==> src/sha_pkg.sv <==
`default_nettype none
package sha_pkg;

  typedef logic [31:0] word_t;

  localparam word_t IV [8] = '{
    32'h6a09e667, 32'hbb67ae85, 32'h3c6ef372, 32'ha54ff53a,
    32'h510e527f, 32'h9b05688c, 32'h1f83d9ab, 32'h5be0cd19
  };

  localparam word_t ROUND_K [64] = '{
    32'h428a2f98, 32'h71374491, 32'hb5c0fbcf, 32'he9b5dba5,
    32'h3956c25b, 32'h59f111f1, 32'h923f82a4, 32'hab1c5ed5,
    32'hd807aa98, 32'h12835b01, 32'h243185be, 32'h550c7dc3,
    32'h72be5d74, 32'h80deb1fe, 32'h9bdc06a7, 32'hc19bf174,
    32'he49b69c1, 32'hefbe4786, 32'h0fc19dc6, 32'h240ca1cc,
    32'h2de92c6f, 32'h4a7484aa, 32'h5cb0a9dc, 32'h76f988da,
    32'h983e5152, 32'ha831c66d, 32'hb00327c8, 32'hbf597fc7,
    32'hc6e00bf3, 32'hd5a79147, 32'h06ca6351, 32'h14292967,
    32'h27b70a85, 32'h2e1b2138, 32'h4d2c6dfc, 32'h53380d13,
    32'h650a7354, 32'h766a0abb, 32'h81c2c92e, 32'h92722c85,
    32'ha2bfe8a1, 32'ha81a664b, 32'hc24b8b70, 32'hc76c51a3,
    32'hd192e819, 32'hd6990624, 32'hf40e3585, 32'h106aa070,
    32'h19a4c116, 32'h1e376c08, 32'h2748774c, 32'h34b0bcb5,
    32'h391c0cb3, 32'h4ed8aa4a, 32'h5b9cca4f, 32'h682e6ff3,
    32'h748f82ee, 32'h78a5636f, 32'h84c87814, 32'h8cc70208,
    32'h90befffa, 32'ha4506ceb, 32'hbef9a3f7, 32'hc67178f2
  };

  localparam int unsigned ROUNDS = 64;
  localparam int unsigned BLOCK_WORDS = 16;
  localparam int unsigned LEN_HI_SLOT = 14;

  typedef struct packed {
    logic load;
    logic run;
    logic fold;
  } comp_ctrl_t;

  function automatic word_t rotr(input word_t x, input int unsigned n);
    rotr = (x >> n) | (x << (32 - n));
  endfunction

endpackage
`default_nettype wire

==> src/sha_round.sv <==
`default_nettype none
// One compression round per cycle over the eight working words, with the
// rolling 16-word schedule; also folds the result into the chaining value.
module sha_round (
  input  wire logic               clk,
  input  wire logic               rst,
  input  wire sha_pkg::comp_ctrl_t ctrl,
  input  wire logic [5:0]         round,
  input  wire sha_pkg::word_t     block_word,
  input  wire logic               iv_load,
  input  wire logic [2:0]         cv_sel,
  output sha_pkg::word_t          cv_word
);

  sha_pkg::word_t cv [8];
  sha_pkg::word_t v [8];
  sha_pkg::word_t win [16];
  sha_pkg::word_t w, s0, s1, t1, t2, x2, x15;

  always_comb begin
    x2  = win[4'(round - 6'd2)];
    x15 = win[4'(round - 6'd15)];
    s1 = sha_pkg::rotr(x2, 17) ^ sha_pkg::rotr(x2, 19) ^ (x2 >> 10);
    s0 = sha_pkg::rotr(x15, 7) ^ sha_pkg::rotr(x15, 18) ^ (x15 >> 3);
    if (round < 6'd16) begin
      w = block_word;
    end else begin
      w = s1 + win[4'(round - 6'd7)] + s0 + win[round[3:0]];
    end
    t1 = v[7] + (sha_pkg::rotr(v[4], 6) ^ sha_pkg::rotr(v[4], 11)
         ^ sha_pkg::rotr(v[4], 25)) + ((v[4] & v[5]) ^ (~v[4] & v[6]))
         + sha_pkg::ROUND_K[round] + w;
    t2 = (sha_pkg::rotr(v[0], 2) ^ sha_pkg::rotr(v[0], 13)
         ^ sha_pkg::rotr(v[0], 22))
         + ((v[0] & v[1]) ^ (v[0] & v[2]) ^ (v[1] & v[2]));
  end

  assign cv_word = cv[cv_sel];

  always_ff @(posedge clk) begin
    if (rst || iv_load) begin
      for (int i = 0; i < 8; i++) cv[i] <= sha_pkg::IV[i];
    end else if (ctrl.fold) begin
      for (int i = 0; i < 8; i++) cv[i] <= cv[i] + v[i];
    end
  end

  always_ff @(posedge clk) begin
    if (ctrl.load) begin
      for (int i = 0; i < 8; i++) v[i] <= cv[i];
    end else if (ctrl.run) begin
      win[round[3:0]] <= w;
      v[7] <= v[6]; v[6] <= v[5]; v[5] <= v[4];
      v[4] <= v[3] + t1;
      v[3] <= v[2]; v[2] <= v[1]; v[1] <= v[0];
      v[0] <= t1 + t2;
    end
  end

endmodule
`default_nettype wire

==> src/sha_ctrl.sv <==
`default_nettype none
// Sequencer: accepts words into the block buffer, generates padding and
// length words, runs compressions and streams the digest.
module sha_ctrl (
  input  wire logic                clk,
  input  wire logic                rst,
  input  wire logic                start,
  input  wire sha_pkg::word_t      msg_word,
  input  wire logic [2:0]          valid_bytes,
  input  wire logic                last_word,
  output logic                     busy,
  output sha_pkg::comp_ctrl_t      ctrl,
  output logic [5:0]               round,
  output sha_pkg::word_t           block_word,
  output logic                     iv_load,
  output logic [2:0]               cv_sel,
  output logic                     out_valid,
  output logic [2:0]               out_index
);

  typedef enum logic [5:0] {
    S_IDLE = 6'b000001,
    S_PAD  = 6'b000010,
    S_LOAD = 6'b000100,
    S_RUN  = 6'b001000,
    S_FOLD = 6'b010000,
    S_OUT  = 6'b100000
  } state_t;

  state_t state;
  sha_pkg::word_t buffer [16];
  logic [3:0] fill;
  logic [63:0] bit_length;
  logic finishing, len_done, mark_due;
  logic [2:0] k;
  sha_pkg::word_t mask, padded, pad_word;
  logic accept;

  assign accept = start && state == S_IDLE;
  assign busy = state != S_IDLE;
  assign k = (valid_bytes > 3'd4) ? 3'd4 : valid_bytes;

  always_comb begin
    case (k)
      3'd0:    mask = 32'h0;
      3'd1:    mask = 32'hff000000;
      3'd2:    mask = 32'hffff0000;
      3'd3:    mask = 32'hffffff00;
      default: mask = 32'hffffffff;
    endcase
    padded = (msg_word & mask) | (32'h80 << (5'd24 - {k[1:0], 3'b000}));
    // len_done is set once the high length word is in; the low word follows
    if (mark_due) begin
      pad_word = 32'h80000000;
    end else if (!len_done && fill == 4'(sha_pkg::LEN_HI_SLOT)) begin
      pad_word = bit_length[63:32];
    end else if (len_done && fill == 4'(sha_pkg::LEN_HI_SLOT + 1)) begin
      pad_word = bit_length[31:0];
    end else begin
      pad_word = '0;
    end
  end

  assign ctrl.load = state == S_LOAD;
  assign ctrl.run  = state == S_RUN;
  assign ctrl.fold = state == S_FOLD;
  assign block_word = buffer[round[3:0]];
  assign cv_sel = out_index;
  assign out_valid = state == S_OUT;
  assign iv_load = state == S_OUT && out_index == 3'd7;

  always_ff @(posedge clk) begin
    if (rst) begin
      state <= S_IDLE;
      fill <= '0;
      bit_length <= '0;
      round <= '0;
      out_index <= '0;
      finishing <= 1'b0;
      len_done <= 1'b0;
      mark_due <= 1'b0;
    end else begin
      case (state)
        S_IDLE: begin
          if (accept) begin
            if (!last_word) begin
              buffer[fill] <= msg_word;
              fill <= fill + 4'd1;
              bit_length <= bit_length + 64'd32;
              if (fill == 4'd15) state <= S_LOAD;
            end else if (k == 3'd4) begin
              // full last word: 0x80 goes in a word of its own
              buffer[fill] <= msg_word;
              bit_length <= bit_length + 64'd32;
              finishing <= 1'b1;
              if (fill == 4'd15) begin
                // block closes here, 0x80 opens the next one
                fill <= '0;
                mark_due <= 1'b1;
                state <= S_LOAD;
              end else begin
                buffer[fill + 4'd1] <= 32'h80000000;
                fill <= fill + 4'd2;
                state <= (fill == 4'd14) ? S_LOAD : S_PAD;
              end
            end else begin
              buffer[fill] <= padded;
              fill <= fill + 4'd1;
              bit_length <= bit_length + 64'({k, 3'b000});
              finishing <= 1'b1;
              state <= (fill == 4'd15) ? S_LOAD : S_PAD;
            end
          end
        end
        S_PAD: begin
          buffer[fill] <= pad_word;
          fill <= fill + 4'd1;
          if (mark_due) begin
            mark_due <= 1'b0;
          end else if (!len_done && fill == 4'(sha_pkg::LEN_HI_SLOT)) begin
            len_done <= 1'b1;
          end
          if (fill == 4'd15) state <= S_LOAD;
        end
        S_LOAD: begin
          round <= '0;
          state <= S_RUN;
        end
        S_RUN: begin
          round <= round + 6'd1;
          if (round == 6'(sha_pkg::ROUNDS - 1)) state <= S_FOLD;
        end
        S_FOLD: begin
          fill <= '0;
          if (!finishing) begin
            state <= S_IDLE;
          end else if (len_done) begin
            out_index <= '0;
            state <= S_OUT;
          end else begin
            state <= S_PAD;
          end
        end
        S_OUT: begin
          out_index <= out_index + 3'd1;
          if (out_index == 3'd7) begin
            state <= S_IDLE;
            finishing <= 1'b0;
            len_done <= 1'b0;
            bit_length <= '0;
          end
        end
        default: state <= S_IDLE;
      endcase
    end
  end

endmodule
`default_nettype wire

==> src/sha256_message_hash.sv <==
`default_nettype none
// channel  | ports                                       | handshake
// input    | msg_word, valid_bytes, last_word            | start && !busy
// result   | digest_word, word_index, last_of_digest     | digest_valid
// A word that does not close a block is just stored; a closing block then
// runs load, 64 rounds on the shared round unit, and fold. Padding writes
// its pad words in S_PAD and may add a second block; digest is eight words.
// Reset returns the chaining value to the initial values.
// The receiver cannot stall; each digest beat shows for one cycle.
module sha256_message_hash (
  input  wire logic        clk,
  input  wire logic        rst,
  input  wire logic        start,
  output logic             busy,
  input  wire logic [31:0] msg_word,
  input  wire logic [2:0]  valid_bytes,
  input  wire logic        last_word,
  output logic             digest_valid,
  output logic [31:0]      digest_word,
  output logic [2:0]       word_index,
  output logic             last_of_digest
);

  sha_pkg::comp_ctrl_t ctrl;
  logic [5:0] round;
  sha_pkg::word_t block_word, cv_word;
  logic iv_load;
  logic [2:0] cv_sel;

  sha_ctrl u_ctrl (
    .clk, .rst, .start, .msg_word, .valid_bytes, .last_word, .busy,
    .ctrl, .round, .block_word, .iv_load, .cv_sel,
    .out_valid(digest_valid), .out_index(word_index)
  );

  sha_round u_round (
    .clk, .rst, .ctrl, .round, .block_word, .iv_load, .cv_sel, .cv_word
  );

  assign digest_word = cv_word;
  assign last_of_digest = digest_valid && word_index == 3'd7;

  a_no_start_busy: assert property (@(posedge clk) disable iff (rst)
    digest_valid |-> busy) else $error("digest beat while idle");
  a_last: assert property (@(posedge clk) disable iff (rst)
    last_of_digest |=> !digest_valid) else $error("digest overrun");
  a_seq: assert property (@(posedge clk) disable iff (rst)
    (digest_valid && word_index != 3'd7) |=> digest_valid)
    else $error("digest gap");

endmodule
`default_nettype wire
==> config.mk <==
export PLATFORM = sky130hd
export DESIGN_NAME = sha256_message_hash
export DESIGN_NICKNAME = d
export VERILOG_FILES = /design/src/sha_pkg.sv /design/src/sha_round.sv /design/src/sha_ctrl.sv /design/src/sha256_message_hash.sv
export SDC_FILE = /design/constraint.sdc
export NUM_CORES = 2
export LEC_CHECK = 0
export BUFFER_PORTS_ARGS = -buffer_cell sky130_fd_sc_hd__buf_4
export CAP_MARGIN = 5
export CELL_PAD_IN_SITES_DETAIL_PLACEMENT = 0
export CELL_PAD_IN_SITES_GLOBAL_PLACEMENT = 1
export CORE_MARGIN = 2
export CORE_UTILIZATION = 53
export DETAILED_ROUTE_END_ITERATION = 7
export HOLD_SLACK_MARGIN = 0.15
export PLACE_DENSITY = 0.92
export SYNTH_ARGS = -nofsm -noshare
export SYNTH_HDL_FRONTEND = slang
export SYNTH_SLANG_ARGS = --single-unit
==> constraint.sdc <==
create_clock -name clk -period 17.75 [get_ports clk]
set_input_delay 0 -clock clk [delete_from_list [all_inputs] [get_ports clk]]
set_output_delay 0 -clock clk [all_outputs]
set_load 0.02 [all_outputs]
==> flow_summary.json <==
{
  "post_cts_buffers": 0,
  "path_class": "flip-flop to flip-flop",
  "setup_violations": 0,
  "worst-endpoint-required_ns": 18.32,
  "htree_levels": 4,
  "cts.sink_count": 1626,
  "cts-resized-gates": 0,
  "avgSynthCellArea_sq_um": 11.04,
  "power_density_nw_per_um2": 119.5,
  "dp.cells": 11470,
  "start_util": 0.5343,
  "max_cap_violations": 0,
  "clk_latency_ns": 0.91,
  "tightest_slew_ns": 1.345,
  "drt_wl_total_um": 347800,
  "timing.fmax_ghz": 0.07043,
  "first_iter_violations": 10810,
  "yosysSeqAreaShare": 0.4151,
  "comb_power_share": 0.371,
  "skew_ns": 0.09638,
  "antenna_found_initial": 6,
  "synthesis.area_sq_um": 103100,
  "slowest_delay_ns": 1.01,
  "syn2layout_area_growth_pct": 9.326,
  "seqCellArea_sq_um": 42840,
  "ys.flop_type": "edfxtp_1",
  "cts.clk_slew.worst_paths_ns": 0.07,
  "critical_path.most_common_cell": "xnor2_1",
  "globalRouteOverflowTotal": 0,
  "grt_max_degree": 135,
  "first_global_vias": 78810,
  "r2r_start": "u_ctrl.round[1]",
  "ant_nets": 0,
  "post-route-drc-count": 0,
  "core.rowCount": 161,
  "slew-limit-headroom": 0.1033,
  "status": "finished, final reports clean",
  "yosysTopAreaCell": "edfxtp_1",
  "avgRoutedWirePerCell_um": 29.34,
  "fin_crit_sh": 0.7999,
  "fp.dieH_um": 445.1,
  "holdCritStartpoint": "msg_word[24]",
  "synth-seq-cells": 1626,
  "synth_area_leaders": "edfxtp_1 (30%), mux4_2 (16%), dfxtp_1 (12%)",
  "synth.most_common_cell": "nand2_1",
  "irDropWorstVdd_mv": 0.1419,
  "cp-startpoint": "u_ctrl.round[1]",
  "cts_tree": "done",
  "clockBufferDepth": 3,
  "nFillCells": 15460,
  "cp_max_fo": 41,
  "vias": 80680,
  "cts_buffers": 175,
  "die_w_um": 445.1,
  "root_buffer": "clkbuf_16",
  "synthDistinctLibCells": 88,
  "crit_path_start_kind": "flip-flop",
  "synthArstFlopShare": 0,
  "synth_top_area_frac": 0.2982,
  "gp_congestion": 0.9927,
  "drive_above_1_share": 0.1510,
  "p_int_mw": 8.584,
  "tns_ns": 0,
  "num_io_pins": 77,
  "endpoint_kind": "flip-flop",
  "stdcell_count": 11850,
  "pwr-share-seq": 0.343,
  "switching_share": 0.3625,
  "synth_nets": 9975,
  "io_buffers": 76,
  "drv_slew": 0,
  "critPathSlowestCell": "ha_4",
  "core-area_sq_um": 193000,
  "via_per_inst": 6.807,
  "rsz0062_at_grt": "no",
  "firstDrtPassIters": 8,
  "worstPathArrival_ns": 14.77,
  "multi_input_area_sq_um": 56740,
  "clockPowerShare": 0.286,
  "yosys_warnings": 0,
  "hold_class": "input pin to flip-flop",
  "synth_edf_count": 1024,
  "leakage_nw": 40.21,
  "finalHoldViolCount": 0,
  "p_sw_mw": 4.881,
  "fin_crit_ns": 14.20,
  "final_nets": 9811,
  "synth_common_cells": "nand2_1 (1059), edfxtp_1 (1024), nor2_1 (972)",
  "die_area_sq_um": 198100,
  "grt_first_pass_wirelength_um": 513900,
  "dp_hpwl_um": 234800,
  "grtUsageTotal": 0.3478,
  "netlist_instances": 9336
}
final timing paths:
check,cells past startpoint,slack (ns),to
max,43,3.55,u_round.v[0][31]
min,4,0.14,u_ctrl.buffer[10][24]
max reg2reg,43,3.55,u_round.v[0][31]
min reg2reg,2,0.49,u_ctrl.buffer[7][3]
layer usage:
| layer | up-vias | global-route usage | routed length [um] |
|---|---|---|---|
| li1 | 34340 | - | - |
| met1 | 39740 | 0.4450 | 125900 |
| met2 | 5465 | 0.5330 | 156100 |
| met3 | 1125 | 0.08535 | 40000 |
| met4 | 8 | 0.2180 | 25650 |
| met5 | - | 0 | 60 |
cells in the final DEF (no fill, tap or decap), types with 238 or more instances in the layout:
cell type | Yosys | final
a211oi_1 | 547 | 547
a21oi_1 | 395 | 386
buf_4 | 3 | 238
dfxtp_1 | 602 | 589
edfxtp_1 | 1024 | 1024
ha_1 | 404 | 400
inv_1 | 392 | 391
mux4_2 | 725 | 725
nand2_1 | 1059 | 1054
nor2_1 | 972 | 938
o21ai_0 | 397 | 384
xnor2_1 | 355 | 354
xor2_1 | 244 | 244
stage by stage:
step	hold WS (ns)	setup WS, ns	util	area (sq um)	power, mW
3_5_place_dp	0.4465	3.415	0.5500	106100	9.576
3_3_place_gp	0.4487	3.598	0.5500	106100	9.479
4_1_cts	0.1720	3.294	0.5839	112700	13.42
5_1_grt	0.1669	2.809	0.5840	112700	14.16
6_report	0.1383	3.552	0.5841	112700	13.47
2_1_floorplan	0.2574	4.250	-	103100	8.177
what timing repair did:
action / CTS / global route
setup endpoints to repair: 0 / 0
hold endpoints to repair: 614 / 0
hold buffers: 47 / 0
layout make-up:
cell class | instances | area share
Multi-Input combinational cell | 6681 | 0.5034
Sequential cell | 1626 | 0.3801
Clock buffer | 217 | 0.04196
Tap cell | 2526 | 0.02804
Timing Repair Buffer | 292 | 0.02127
Inverter | 396 | 0.01325
Clock inverter | 110 | 0.01189
Antenna cell | 5 | 0.0001110
flip-flops by register name, summed over array words and instances, names as in the netlist, 4 cells and up, named ones only:
name	cells
u_ctrl.buffer	512
u_ctrl.state	6
u_round.cv	256
u_round.v	256
u_ctrl.fill	4
u_ctrl.round	6
u_round.win	512
u_ctrl.bit_length	61
worst max-delay path, delay by kind of cell (launching register included):
family          cells  cell delay, ns
compound gates     16            4.60
xor+xnor            6            1.18
fa+ha+maj           8            3.93
buf+inv             5            1.43
flops               1            0.74
mux                 2            1.21
simple gates        6            0.73
power groups by stage:
stage	Clock, mW	Sequential (mW)	Combinational, mW
floorplan	0	4.63	3.54
global placement	0	4.67	4.81
detailed placement	0	4.69	4.89
CTS	3.88	4.61	4.93
global route	4.02	4.64	5.50
finish	3.85	4.61	5.00
cell families after synthesis:
| logic type | Yosys count | share of synthesized area |
|---|---|---|
| adder cells (fa/ha/maj) | 619 | 0.08893 |
| AND/OR/NAND/NOR | 2655 | 0.1102 |
| AO/OA/AOI/OAI | 1990 | 0.1272 |
| XOR/XNOR | 601 | 0.05126 |
| multiplexers | 816 | 0.1685 |
| flip-flops | 1626 | 0.4151 |
| buffers and inverters | 1029 | 0.03874 |
Power figures use the tool's default switching activity.
